<file path="src/cpvpi_pkg.sv">
package cpvpi_pkg;

	// item kinds carried in the low bits of s_tuser
	localparam logic [1:0] OP_STEP  = 2'd0;
	localparam logic [1:0] OP_MODE  = 2'd1;
	localparam logic [1:0] OP_RESET = 2'd2;

	// control modes carried in the high bits of s_tuser
	localparam logic [1:0] MODE_TORQUE   = 2'd0;
	localparam logic [1:0] MODE_VELOCITY = 2'd1;
	localparam logic [1:0] MODE_POSITION = 2'd2;

	// register indexes on the configuration port
	typedef enum logic [2:0] {
		REG_VEL_KP,
		REG_VEL_KI_STEP,
		REG_INTEGRAL_LIMIT,
		REG_POS_KP,
		REG_VEL_LIMIT
	} reg_idx_t;

	// register reset values, Q16.16
	localparam logic [30:0] RST_INTEGRAL_LIMIT = 31'd1572864;
	localparam logic [31:0] RST_POS_KP         = 32'd655360;
	localparam logic [30:0] RST_VEL_LIMIT      = 31'd655360;

	// fraction bits of the gains
	localparam int FRAC_Q16 = 16;
	localparam int FRAC_Q24 = 24;

	// which gain the shared multiplier uses
	typedef enum logic [1:0] {
		GAIN_POS,
		GAIN_KI,
		GAIN_KP
	} gain_sel_t;

	typedef struct packed {
		logic      en;
		gain_sel_t sel;
	} mul_ctl_t;

endpackage

</file>
<file path="src/cascaded_position_velocity_pi.sv">
// Cascaded position / velocity PI controller giving a quadrature voltage command.
// Input words arrive on s_tvalid/s_tready: s_tuser holds opcode and mode, s_tdata
// holds target, measured velocity and measured angle (all signed Q16.16).
// A control step gives one result word on m_tvalid/m_tready with the voltage
// command, the last velocity target and a wrapping sequence count. Mode change
// and reset words update the state and give no result.
// Gains and limits are to be written only while the block is idle; it does not enforce this.
// In torque or other mode a step goes straight to the output state; velocity mode
// first runs error, multiply, round, integrate, multiply, round and sum, and position
// mode adds error, multiply, round and clamp before those. The block takes one word
// at a time and s_tready is low while a step is computed. The steps are set by the
// single 32x32 multiplier, used three times in position mode and twice in velocity
// mode, each use followed by a rounding state. s_tready returns the cycle after a
// result is loaded; mode change and reset words are taken every cycle.
// Results sit in an output register: the next word is accepted while a result
// waits, and a finished step holds in its last state until the register is free.
// Reset clears integral, velocity target, sequence count and loads the default
// gains and limits; no result is given during reset, though s_tready is high then and an offered word is ignored.
module cascaded_position_velocity_pi
	import cpvpi_pkg::*;
(
	input  logic        clk,
	input  logic        arst_n,
	input  logic        s_tvalid,
	output logic        s_tready,
	input  logic [3:0]  s_tuser,  // opcode[1:0], mode[3:2]
	input  logic [95:0] s_tdata,  // target[31:0], measured_velocity[63:32], measured_angle[95:64]
	output logic        m_tvalid,
	input  logic        m_tready,
	output logic [95:0] m_tdata,  // volt_cmd[31:0], velocity_target[63:32], sequence_res[95:64]
	input  logic        cfg_we,
	input  logic [2:0]  cfg_index,
	input  logic [31:0] cfg_data
);

	typedef enum logic [3:0] {
		ST_IDLE,
		ST_PERR,
		ST_PMUL,
		ST_PRND,
		ST_PCLP,
		ST_VERR,
		ST_IMUL,
		ST_IRND,
		ST_IACC,
		ST_KMUL,
		ST_KRND,
		ST_SUM,
		ST_OUT
	} state_t;

	function automatic logic signed [31:0] sat33(input logic signed [32:0] v);
		if (v[32] != v[31]) sat33 = v[32] ? 32'sh8000_0000 : 32'sh7FFF_FFFF;
		else                sat33 = v[31:0];
	endfunction

	function automatic logic signed [31:0] sub_sat(input logic signed [31:0] a,
			input logic signed [31:0] b);
		logic signed [32:0] d;
		d = {a[31], a} - {b[31], b};
		sub_sat = sat33(d);
	endfunction

	function automatic logic signed [31:0] clamp_lim(input logic signed [32:0] v,
			input logic [30:0] lim);
		logic signed [32:0] l;
		logic signed [32:0] nl;
		l  = {2'b00, lim};
		nl = -l;
		if (v > l)       clamp_lim = l[31:0];
		else if (v < nl) clamp_lim = nl[31:0];
		else             clamp_lim = v[31:0];
	endfunction

	state_t             state_q;
	logic [31:0]        vel_kp_q;
	logic [31:0]        vel_ki_q;
	logic [30:0]        int_lim_q;
	logic [31:0]        pos_kp_q;
	logic [30:0]        vel_lim_q;
	logic signed [31:0] integral_q;
	logic signed [31:0] last_vt_q;
	logic [31:0]        seq_q;
	logic [1:0]         mode_q;
	logic signed [31:0] target_q;
	logic signed [31:0] meas_vel_q;
	logic signed [31:0] meas_ang_q;
	logic signed [31:0] err_q;
	logic signed [31:0] tmp_q;
	logic signed [31:0] volt_q;
	logic               m_valid_q;
	logic [95:0]        m_data_q;
	logic               s_acc;
	logic [1:0]         in_op;
	logic [1:0]         in_mode;
	logic signed [31:0] vel_src;
	logic signed [31:0] mul_res;
	mul_ctl_t           mul_ctl;

	assign s_tready = (state_q == ST_IDLE);
	assign s_acc    = s_tvalid && s_tready;
	assign in_op    = s_tuser[1:0];
	assign in_mode  = s_tuser[3:2];
	assign m_tvalid = m_valid_q;
	assign m_tdata  = m_data_q;
	assign vel_src  = (mode_q == MODE_VELOCITY) ? target_q : last_vt_q;

	// multiplier control from the sequencer
	always_comb begin
		mul_ctl.en  = 1'b0;
		mul_ctl.sel = GAIN_KP;
		case (state_q)
			ST_PMUL: begin
				mul_ctl.en  = 1'b1;
				mul_ctl.sel = GAIN_POS;
			end
			ST_IMUL: begin
				mul_ctl.en  = 1'b1;
				mul_ctl.sel = GAIN_KI;
			end
			ST_KMUL: begin
				mul_ctl.en  = 1'b1;
				mul_ctl.sel = GAIN_KP;
			end
			default: mul_ctl.en = 1'b0;
		endcase
	end

	cpvpi_gain_mul u_mul (
		.clk         (clk),
		.ctl         (mul_ctl),
		.err         (err_q),
		.pos_kp      (pos_kp_q),
		.vel_ki_step (vel_ki_q),
		.vel_kp      (vel_kp_q),
		.res         (mul_res)
	);

	// configuration registers
	always_ff @(posedge clk or negedge arst_n) begin
		if (!arst_n) begin
			vel_kp_q  <= '0;
			vel_ki_q  <= '0;
			int_lim_q <= RST_INTEGRAL_LIMIT;
			pos_kp_q  <= RST_POS_KP;
			vel_lim_q <= RST_VEL_LIMIT;
		end else if (cfg_we) begin
			case (cfg_index)
				REG_VEL_KP:         vel_kp_q  <= cfg_data;
				REG_VEL_KI_STEP:    vel_ki_q  <= cfg_data;
				REG_INTEGRAL_LIMIT: int_lim_q <= cfg_data[30:0];
				REG_POS_KP:         pos_kp_q  <= cfg_data;
				REG_VEL_LIMIT:      vel_lim_q <= cfg_data[30:0];
				default: ;
			endcase
		end
	end

	// input word latch
	always_ff @(posedge clk) begin
		if (s_acc) begin
			mode_q     <= in_mode;
			target_q   <= s_tdata[31:0];
			meas_vel_q <= s_tdata[63:32];
			meas_ang_q <= s_tdata[95:64];
		end
	end

	// working registers along the step
	always_ff @(posedge clk) begin
		case (state_q)
			ST_PERR: err_q  <= sub_sat(target_q, meas_ang_q);
			ST_VERR: err_q  <= sub_sat(vel_src, meas_vel_q);
			ST_PRND: tmp_q  <= mul_res;
			ST_IRND: tmp_q  <= mul_res;
			ST_KRND: tmp_q  <= mul_res;
			default: ;
		endcase
	end

	// sequencer, controller state and output register
	always_ff @(posedge clk or negedge arst_n) begin
		if (!arst_n) begin
			state_q    <= ST_IDLE;
			integral_q <= '0;
			last_vt_q  <= '0;
			seq_q      <= '0;
			volt_q     <= '0;
			m_valid_q  <= 1'b0;
			m_data_q   <= '0;
		end else begin
			// output taken; a step loading its result reloads valid itself
			if (m_valid_q && m_tready && (state_q != ST_OUT)) m_valid_q <= 1'b0;
			case (state_q)
				ST_IDLE: begin
					if (s_acc) begin
						case (in_op)
							OP_STEP: begin
								case (in_mode)
									MODE_TORQUE: begin
										volt_q  <= s_tdata[31:0];
										state_q <= ST_OUT;
									end
									MODE_VELOCITY: state_q <= ST_VERR;
									MODE_POSITION: state_q <= ST_PERR;
									default: begin
										volt_q  <= '0;
										state_q <= ST_OUT;
									end
								endcase
							end
							OP_MODE: integral_q <= '0;
							OP_RESET: begin
								integral_q <= '0;
								last_vt_q  <= '0;
							end
							default: ;
						endcase
					end
				end
				ST_PERR: state_q <= ST_PMUL;
				ST_PMUL: state_q <= ST_PRND;
				ST_PRND: state_q <= ST_PCLP;
				ST_PCLP: begin
					last_vt_q <= clamp_lim({tmp_q[31], tmp_q}, vel_lim_q);
					state_q   <= ST_VERR;
				end
				ST_VERR: state_q <= ST_IMUL;
				ST_IMUL: state_q <= ST_IRND;
				ST_IRND: state_q <= ST_IACC;
				ST_IACC: begin
					integral_q <= clamp_lim({integral_q[31], integral_q} + {tmp_q[31], tmp_q},
						int_lim_q);
					state_q    <= ST_KMUL;
				end
				ST_KMUL: state_q <= ST_KRND;
				ST_KRND: state_q <= ST_SUM;
				ST_SUM: begin
					volt_q  <= sat33({tmp_q[31], tmp_q} + {integral_q[31], integral_q});
					state_q <= ST_OUT;
				end
				ST_OUT: begin
					// wait for a free output register
					if (!m_valid_q || m_tready) begin
						m_valid_q <= 1'b1;
						m_data_q  <= {seq_q + 32'd1, last_vt_q, volt_q};
						seq_q     <= seq_q + 32'd1;
						state_q   <= ST_IDLE;
					end
				end
				default: state_q <= ST_IDLE;
			endcase
		end
	end

endmodule

</file>
<file path="src/cpvpi_gain_mul.sv">
module cpvpi_gain_mul
	import cpvpi_pkg::*;
(
	input  logic               clk,
	input  mul_ctl_t           ctl,
	input  logic signed [31:0] err,
	input  logic [31:0]        pos_kp,
	input  logic [31:0]        vel_ki_step,
	input  logic [31:0]        vel_kp,
	output logic signed [31:0] res
);

	logic [31:0] err_u;
	logic [31:0] mag;
	logic [31:0] gain;
	logic [63:0] prod_q;
	logic        neg_q;
	logic        f24_q;
	logic [64:0] sum;
	logic [64:0] rnd;

	// magnitude of the error and gain select
	assign err_u = err;
	assign mag   = err_u[31] ? (~err_u + 32'd1) : err_u;

	always_comb begin
		case (ctl.sel)
			GAIN_POS: gain = pos_kp;
			GAIN_KI:  gain = vel_ki_step;
			GAIN_KP:  gain = vel_kp;
			default:  gain = vel_kp;
		endcase
	end

	// product register, 32x32 product with operands widened to the result
	always_ff @(posedge clk) begin
		if (ctl.en) begin
			prod_q <= 64'(mag) * 64'(gain);
			neg_q  <= err_u[31];
			f24_q  <= (ctl.sel == GAIN_KI);
		end
	end

	// round half away from zero, then shift out the fraction
	assign sum = {1'b0, prod_q} + (f24_q ? (65'd1 << (FRAC_Q24 - 1)) : (65'd1 << (FRAC_Q16 - 1)));
	assign rnd = f24_q ? (sum >> FRAC_Q24) : (sum >> FRAC_Q16);

	// restore sign and saturate
	always_comb begin
		if (neg_q) begin
			if (rnd > 65'h0_8000_0000) res = 32'sh8000_0000;
			else                       res = ~rnd[31:0] + 32'd1;
		end else begin
			if (rnd > 65'h0_7FFF_FFFF) res = 32'sh7FFF_FFFF;
			else                       res = rnd[31:0];
		end
	end

endmodule

</file>
<file path="config.mk">
export PLATFORM = sky130hd
export DESIGN_NAME = cascaded_position_velocity_pi
export DESIGN_NICKNAME = d
export VERILOG_FILES = /design/src/cpvpi_pkg.sv /design/src/cascaded_position_velocity_pi.sv /design/src/cpvpi_gain_mul.sv
export SDC_FILE = /design/constraint.sdc
export NUM_CORES = 2
export LEC_CHECK = 0
export BUFFER_PORTS_ARGS = -buffer_cell sky130_fd_sc_hd__buf_2
export CORE_UTILIZATION = 50
export DETAILED_ROUTE_END_ITERATION = 10
export PLACE_DENSITY = 0.77
export SYNTH_ARGS = -nofsm -noshare
export SYNTH_HDL_FRONTEND = slang
export SYNTH_HIERARCHICAL = 1
export SYNTH_SLANG_ARGS = --single-unit
</file>
<file path="constraint.sdc">
create_clock -name clk -period 15 [get_ports clk]
set_input_delay 2.25 -clock clk [delete_from_list [all_inputs] [get_ports clk]]
set_output_delay 2.25 -clock clk [all_outputs]
set_load 0.05 [all_outputs]
</file>
# ---- Word-level counts from Yosys, hierarchy flattened
# Index checks and enable logic that the tools add are counted.
dict set report word_totals {
  reg_bits 615
  input_bits 140
  out_inout_bits 98
  wordCells 138
}
dict set report op_classes {
  add_sub_neg 9
  n_mul 1
  order_cmp 6
  n_eq_ne 32
  muxes 39
  bitwise 2
  reduce_logical 28
}
# cell n
set op_table {}
lappend op_table {{32-bit 2-to-1 mux} 21}
lappend op_table {{32-bit one-hot mux with 2 select lines} 6}
lappend op_table {{32-bit by 1-bit adder with 32-bit output (second input constant)} 3}
lappend op_table {{31-bit negation with 33-bit output} 2}
lappend op_table {{32-bit by 32-bit subtractor with 33-bit output} 2}
lappend op_table {{64-bit by 65-bit adder with 65-bit output} 1}
lappend op_table {{65-bit by 31-bit > comparator with 1-bit output (second input constant)} 1}
lappend op_table {{65-bit by 32-bit > comparator with 1-bit output (second input constant)} 1}
lappend op_table {{32-bit by 32-bit multiplier with 64-bit output} 1}
lappend op_table {{32-bit NOT} 2}
lappend op_table {{4-bit one-hot mux with 13 select lines} 1}
lappend op_table {{49-bit 2-to-1 mux} 1}
lappend op_table {{32-bit by 32-bit adder with 33-bit output} 1}
lappend op_table {{33-bit by 32-bit > comparator with 1-bit output} 1}
lappend op_table {{32-bit by 33-bit < comparator with 1-bit output} 1}
lappend op_table {{33-bit < comparator} 1}
lappend op_table {{32-bit > comparator} 1}
lappend op_table {{24-bit 2-to-1 mux} 1}
lappend op_table {{4-bit equality test (second input constant)} 5}
lappend op_table {{4-bit by 3-bit equality test with 1-bit output (second input constant)} 4}
lappend op_table {{4-bit 2-to-1 mux} 3}
lappend op_table {{2-bit AND reduction} 6}
lappend op_table {{3-bit AND reduction} 3}
lappend op_table {{2-bit by 1-bit equality test with 1-bit output (second input constant)} 4}
lappend op_table {{other kinds (23)} 44}

# ---- Depth between registers and ports, before layout
dict set report logic_depth {
  ltp_word 7
  depth_mapped 37
  ltp_nobuf 35
}

# ---- Modules after synthesis
# The synthesis kept the hierarchy.
# mod instances cells_per_inst area_each_um2 seq_area_each_um2
set modules_own_cells {}
lappend modules_own_cells {cpvpi_gain_mul 1 4502 38533.2 1531.5}
lappend modules_own_cells {cascaded_position_velocity_pi 1 2964 29912.4 13755.7}

# ---- Worst setup path after synthesis
# Ideal clock, no wire load.
dict set report synth_path {
  path_kind {register -> register}
  startpoint {register err_q[0]}
  endpoint {register u_mul.prod_q[61] (data pin)}
  setup_ps 274
  arrival_ps 9687
  path_slack_ps 5039
  path_stages_with_launch 36
  n_path_buf 3
  synth_period_minus_slack_ps 9961
  cell_sequence {edfxtp_1 > inv_1 > clkbuf_1 > ha_1 > nand3_1 > or4_1 > or4_1 > or3_1 > or4_4 > o41ai_4 > xnor2_1 > buf_2 > nand2_1 > fa_1 > inv_1 > fa_1 > fa_1 > inv_1 > fa_1 > inv_1 > fa_1 > fa_1 > fa_1 > inv_1 > fa_1 > inv_1 > ha_1 > clkbuf_1 > nand2_1 > nor2_1 > and2_1 > o31ai_1 > a21oi_1 > o21ai_0 > o41ai_1 > xor2_1}
}
dict set report synth_via {
  elab_chain_len 4
}
# item line_no
set synth_lines {}
lappend synth_lines {{from (decl)} cascaded_position_velocity_pi.sv:88} ;# logic signed [31:0] err_q;
lappend synth_lines {{from (signal assigned)} cascaded_position_velocity_pi.sv:172} ;# ST_PERR: err_q <= sub_sat(target_q, meas_ang_q);
lappend synth_lines {{from (signal assigned)} cascaded_position_velocity_pi.sv:173} ;# ST_VERR: err_q <= sub_sat(vel_src, meas_vel_q);
lappend synth_lines {{32-bit NOT} cpvpi_gain_mul.sv:24} ;# assign mag = err_u[31] ? (~err_u + 32'd1) : err_u;
lappend synth_lines {{32-bit by 1-bit adder with 32-bit output} cpvpi_gain_mul.sv:24}
lappend synth_lines {{32-bit 2-to-1 mux (*)} cpvpi_gain_mul.sv:24}
lappend synth_lines {{32-bit by 32-bit multiplier with 64-bit output (*)} cpvpi_gain_mul.sv:38} ;# prod_q <= 64'(mag) * 64'(gain);
lappend synth_lines {{to (signal assigned)} cpvpi_gain_mul.sv:38}
lappend synth_lines {{to (decl)} cpvpi_gain_mul.sv:16} ;# logic [63:0] prod_q;
# Mark *: on every way between the ends. The rest lies on a longest branch, timed or not.
# A chain may end at the register's enable or synchronous reset.

# ---- Worst setup path after layout
# Same ends and word-level chain as after synthesis.

==> impl.org <==
** Critical path
- Crit path buffers/inverters :: 6
- The worst register-to-register path has a setup slack of 3.05 ns.
- Largest stage delay, worst path :: 0.94 ns
- Worst path arrival time :: 12.32 ns
- Cell repeated most along the worst path :: sky130_fd_sc_hd__fa_1
- The worst setup path is captured at a flip-flop.
- The worst setup path is launched from a flip-flop.
- WS Path Type :: reg2reg
- Broken down by cell family, the worst path's largest delay share belongs to adder cells.
- Cell type of the slowest stage on the worst timing path :: sky130_fd_sc_hd__xor2_2
- At the worst endpoint, the required time is 15.37 ns.
- Maximum net fanout on the critical path :: 21

** Synth
- Yosys printed 6 warnings.
- Number of enable flip-flop cells after synthesis :: 213
- Counting flops and latches in the post-synthesis netlist gives 568.
- The number of nets in the synthesized netlist is 8997.
- Commonest register cell after synthesis :: sky130_fd_sc_hd__dfrtp_1
- In the synthesized netlist, mux cells make up 3.92% of the area.
- Xor and xnor area share after synthesis :: 4.01%
- Part of the Yosys area used for sequential elements :: 22.3%
- Simple-gate portion of the synthesized area :: 14.9%
- After synthesis the cells add up to 68400 sq um.
- Of the total synthesized cell area, the portion taken by full adders, half adders and majority gates is 35.3%.
- Synthesis produced 7466 cells.
- Share of synthesized flip-flops with an asynchronous set or reset :: 62.5%
- Averaged over all synthesized cells, the footprint is 9.17 sq um.
- Summing the areas of all compound-gate instances in the mapped netlist gives 11.4% of the synthesized area.
- Largest family of logic cells by synthesized area :: adder cells
- The synthesized netlist contains 117 unique library cells.

** Cells and area
- Commonest cells after routing, fill and taps aside :: sky130_fd_sc_hd__inv_1 (1114), sky130_fd_sc_hd__nand2_1 (934), sky130_fd_sc_hd__fa_1 (898)
- Layout cell share with drive strength beyond 1 :: 10.3%
- Layout overhead on the synthesized area :: 8.31%
- Final std cell area, no fill :: 74100 sq um
- Commonest non-fill, non-tap cell in the layout :: sky130_fd_sc_hd__inv_1
- Net count reported at finish :: 9084

** Worst hold path
- The worst hold path belongs to the class reg2reg.

** Drt
- After detailed routing, the total wire length is 233000 um.
- After the first detailed-routing iteration, the DRC count stood at 6408.
- After detailed routing, the number of vias per cell comes to 6.11.
- Overall via count from detail_route :: 57400
- The detail route stage leaves a number of antenna-violating nets equal to 0.
- Number of detailed-routing iterations run before antenna repair :: 7
- After detailed routing, the number of remaining DRC violations is 0.
- Average routed wire per standard cell :: 24.8 um

** Floorplan
- The die is 372 um tall.
- The die covers 138000 sq um.
- Top-Level Pins :: 238
- Die extent in x :: 372 um
- Initial Utilization :: 50.5%
- Core outline area :: 136000 sq um
- After floorplanning, the core was divided into 135 placement rows.

** Timing
- Worst setup skew after layout :: 0.0576 ns
- Final setup TNS :: 0 ns
- For this run, the top clock speed supported by timing is 0.0837 GHz.
- Setup violations remaining at the end of the flow were counted as 0.
- Clock period minus worst slack :: 11.95 ns
- Slew headroom :: 6.57%
- The count of endpoints failing hold in the final timing report came to 0.
- For the pin with the worst max-slew slack, the measured transition is 1.39 ns.
- The final number of max-transition violations was 0.
- Post-route fraction of the period consumed by the critical path :: 79.7%
- Setup repair after global routing left no endpoint under its margin.

** Placed design
- Routability-driven placement finished with a final weighted congestion of 1.03.
- Summed over all nets, the half-perimeter wirelength after detailed placement is 183000 um.
- The count of buffers added on input and output ports is 237.
- Standard cell area after detailed placement :: 72000 sq um

** Clock network
- Clock H-tree levels :: 2
- Counting every sink on the clock net gives 568.
- Clk slew on worst S/H paths :: 0.06 ns
- Post-CTS repair changed the size of 0 cells.
- TritonCTS built the clock tree.
- In this run the clock root is driven by a sky130_fd_sc_hd__clkbuf_16.
- Hold-fix buffers, CTS :: 0
- Total clock buffers created by CTS :: 60
- Post-CTS Setup Repair Bufs :: 0
- Clock latency on the worst-skew pair, taken at its later pin, is 0.69 ns.
- Max Root-Sink Buffers :: 3

** Global routing
- Global-route total usage across every layer :: 33.9%
- Pin count of the biggest net entering global routing :: 85
- After global routing the overflow that remains totals 0.
- The initial antenna violation count was 35.
- The via count of the first global-routing pass came to 57800.
- First-pass GRT wire length :: 354000 um

** Job
- Max cap viols :: 0

** Outcome
- The flow ran to the end, and the final reports show no timing, DRC or antenna violations.
## cell type report
| type | count | area (sq um) |
|---|---|---|
| multi-input cells | 5425 | 48000 |
| repair buffers | 381 | 2280 |
| well taps | 1781 | 2230 |
| clock inverters | 42 | 493 |
| clock buffers | 72 | 1630 |
| inverters | 1117 | 4190 |
| fillers | 11900 | 61500 |
| diodes | 17 | 42.5 |
| flip-flops and latches | 568 | 15300 |
## through the flow
step	hold WS (ns)	util [%]	std cells	worst slack, ns
final	0.470	54.7	9403	3.05
after global routing	0.487	54.6	9392	2.72
after CTS	0.474	54.6	9386	3.35
after detailed placement	0.457	53.1	9272	3.46
after global placement	0.448	53.1	9272	3.54
after floorplan	0.439	-	7466	5.04
## worst register-to-register path: cells and delay by family (launching register included)
kind                       cells  cell delay [ns]
DFF                            1             0.68
buffers and inverters          6             0.62
and+or+nand+nor                6             1.89
AOI/OAI and AO/OA              6             2.70
xor gates and xnor gates       2             1.06
adders and majority gates     10             4.72
## layer usage
metal | share of wire, % | vias up | global-route usage, %
met5 | 0.056 | - | 0
li1 | - | 24600 | -
met2 | 43 | 3490 | 50.5
met1 | 38 | 28500 | 44.9
met4 | 5.9 | 22 | 16.9
met3 | 12 | 799 | 10.2
## flip-flops by register name (all words and copies together) (netlist names), 32 cells and up
name / flops
integral_q: 32
vel_kp_q: 32
seq_q: 32
tmp_q: 32
vel_ki_q: 32
meas_ang_q: 32
u_mul/prod_q: 49
last_vt_q: 32
volt_q: 32
pos_kp_q: 32
target_q: 32
err_q: 32
meas_vel_q: 32
m_tdata: 64
## logic make-up (layout without fill, tap and decap cells)
| logic type | after synthesis | in the layout |
|---|---|---|
| flip-flops | 568 | 568 |
| buffers and inverters | 1473 | 1612 |
| AND/OR/NAND/NOR | 2306 | 2306 |
| adder cells (fa/ha/maj) | 1391 | 1391 |
| XOR/XNOR | 312 | 312 |
| other | 0 | 17 |
| AO/OA/AOI/OAI | 1170 | 1170 |
| multiplexers | 246 | 246 |
## synth_stat cells (33+ instances only)
cell type                  count  area (sq um)
sky130_fd_sc_hd__a211oi_1     34           255
sky130_fd_sc_hd__a21o_1      102           766
sky130_fd_sc_hd__a21oi_1     289          1450
sky130_fd_sc_hd__a22oi_1      47           353
sky130_fd_sc_hd__a31oi_1      36           225
sky130_fd_sc_hd__and2_1       36           225
sky130_fd_sc_hd__and3_1       49           307
sky130_fd_sc_hd__buf_2        37           185
sky130_fd_sc_hd__clkbuf_1    287          1080
sky130_fd_sc_hd__dfrtp_1     349          8730
sky130_fd_sc_hd__edfxtp_1    213          6400
sky130_fd_sc_hd__fa_1        898         18000
sky130_fd_sc_hd__ha_1        493          6170
sky130_fd_sc_hd__inv_1      1114          4180
sky130_fd_sc_hd__mux2_2      158          1780
sky130_fd_sc_hd__mux2i_1      72           721
sky130_fd_sc_hd__nand2_1     934          3510
sky130_fd_sc_hd__nand2b_1     40           250
sky130_fd_sc_hd__nand3_1      87           435
sky130_fd_sc_hd__nand4_1      92           576
sky130_fd_sc_hd__nor2_1      794          2980
sky130_fd_sc_hd__nor2b_1      38           238
sky130_fd_sc_hd__nor3_1       79           395
sky130_fd_sc_hd__o21a_1       64           480
sky130_fd_sc_hd__o21ai_0     246          1230
sky130_fd_sc_hd__o21ai_1      46           230
sky130_fd_sc_hd__o31ai_1      33           248
sky130_fd_sc_hd__xnor2_1     229          2010
sky130_fd_sc_hd__xor2_1       81           709
## path summary, 6_finish.rpt
path | to | startpoint | cells past startpoint
worst min-delay path | seq_q[31] | seq_q[31] | 1
worst max-delay path | u_mul/prod_q[61] | err_q[0] | 30
worst min register to register | seq_q[31] | seq_q[31] | 1
worst max register to register | u_mul/prod_q[61] | err_q[0] | 30
max in group asynchronous | m_tdata[39] | arst_n | 3
min in group asynchronous | int_lim_q[23] | arst_n | 1
Power is not shown: default switching activity piles up to over one toggle a cycle in this logic, so the estimate is an artifact.
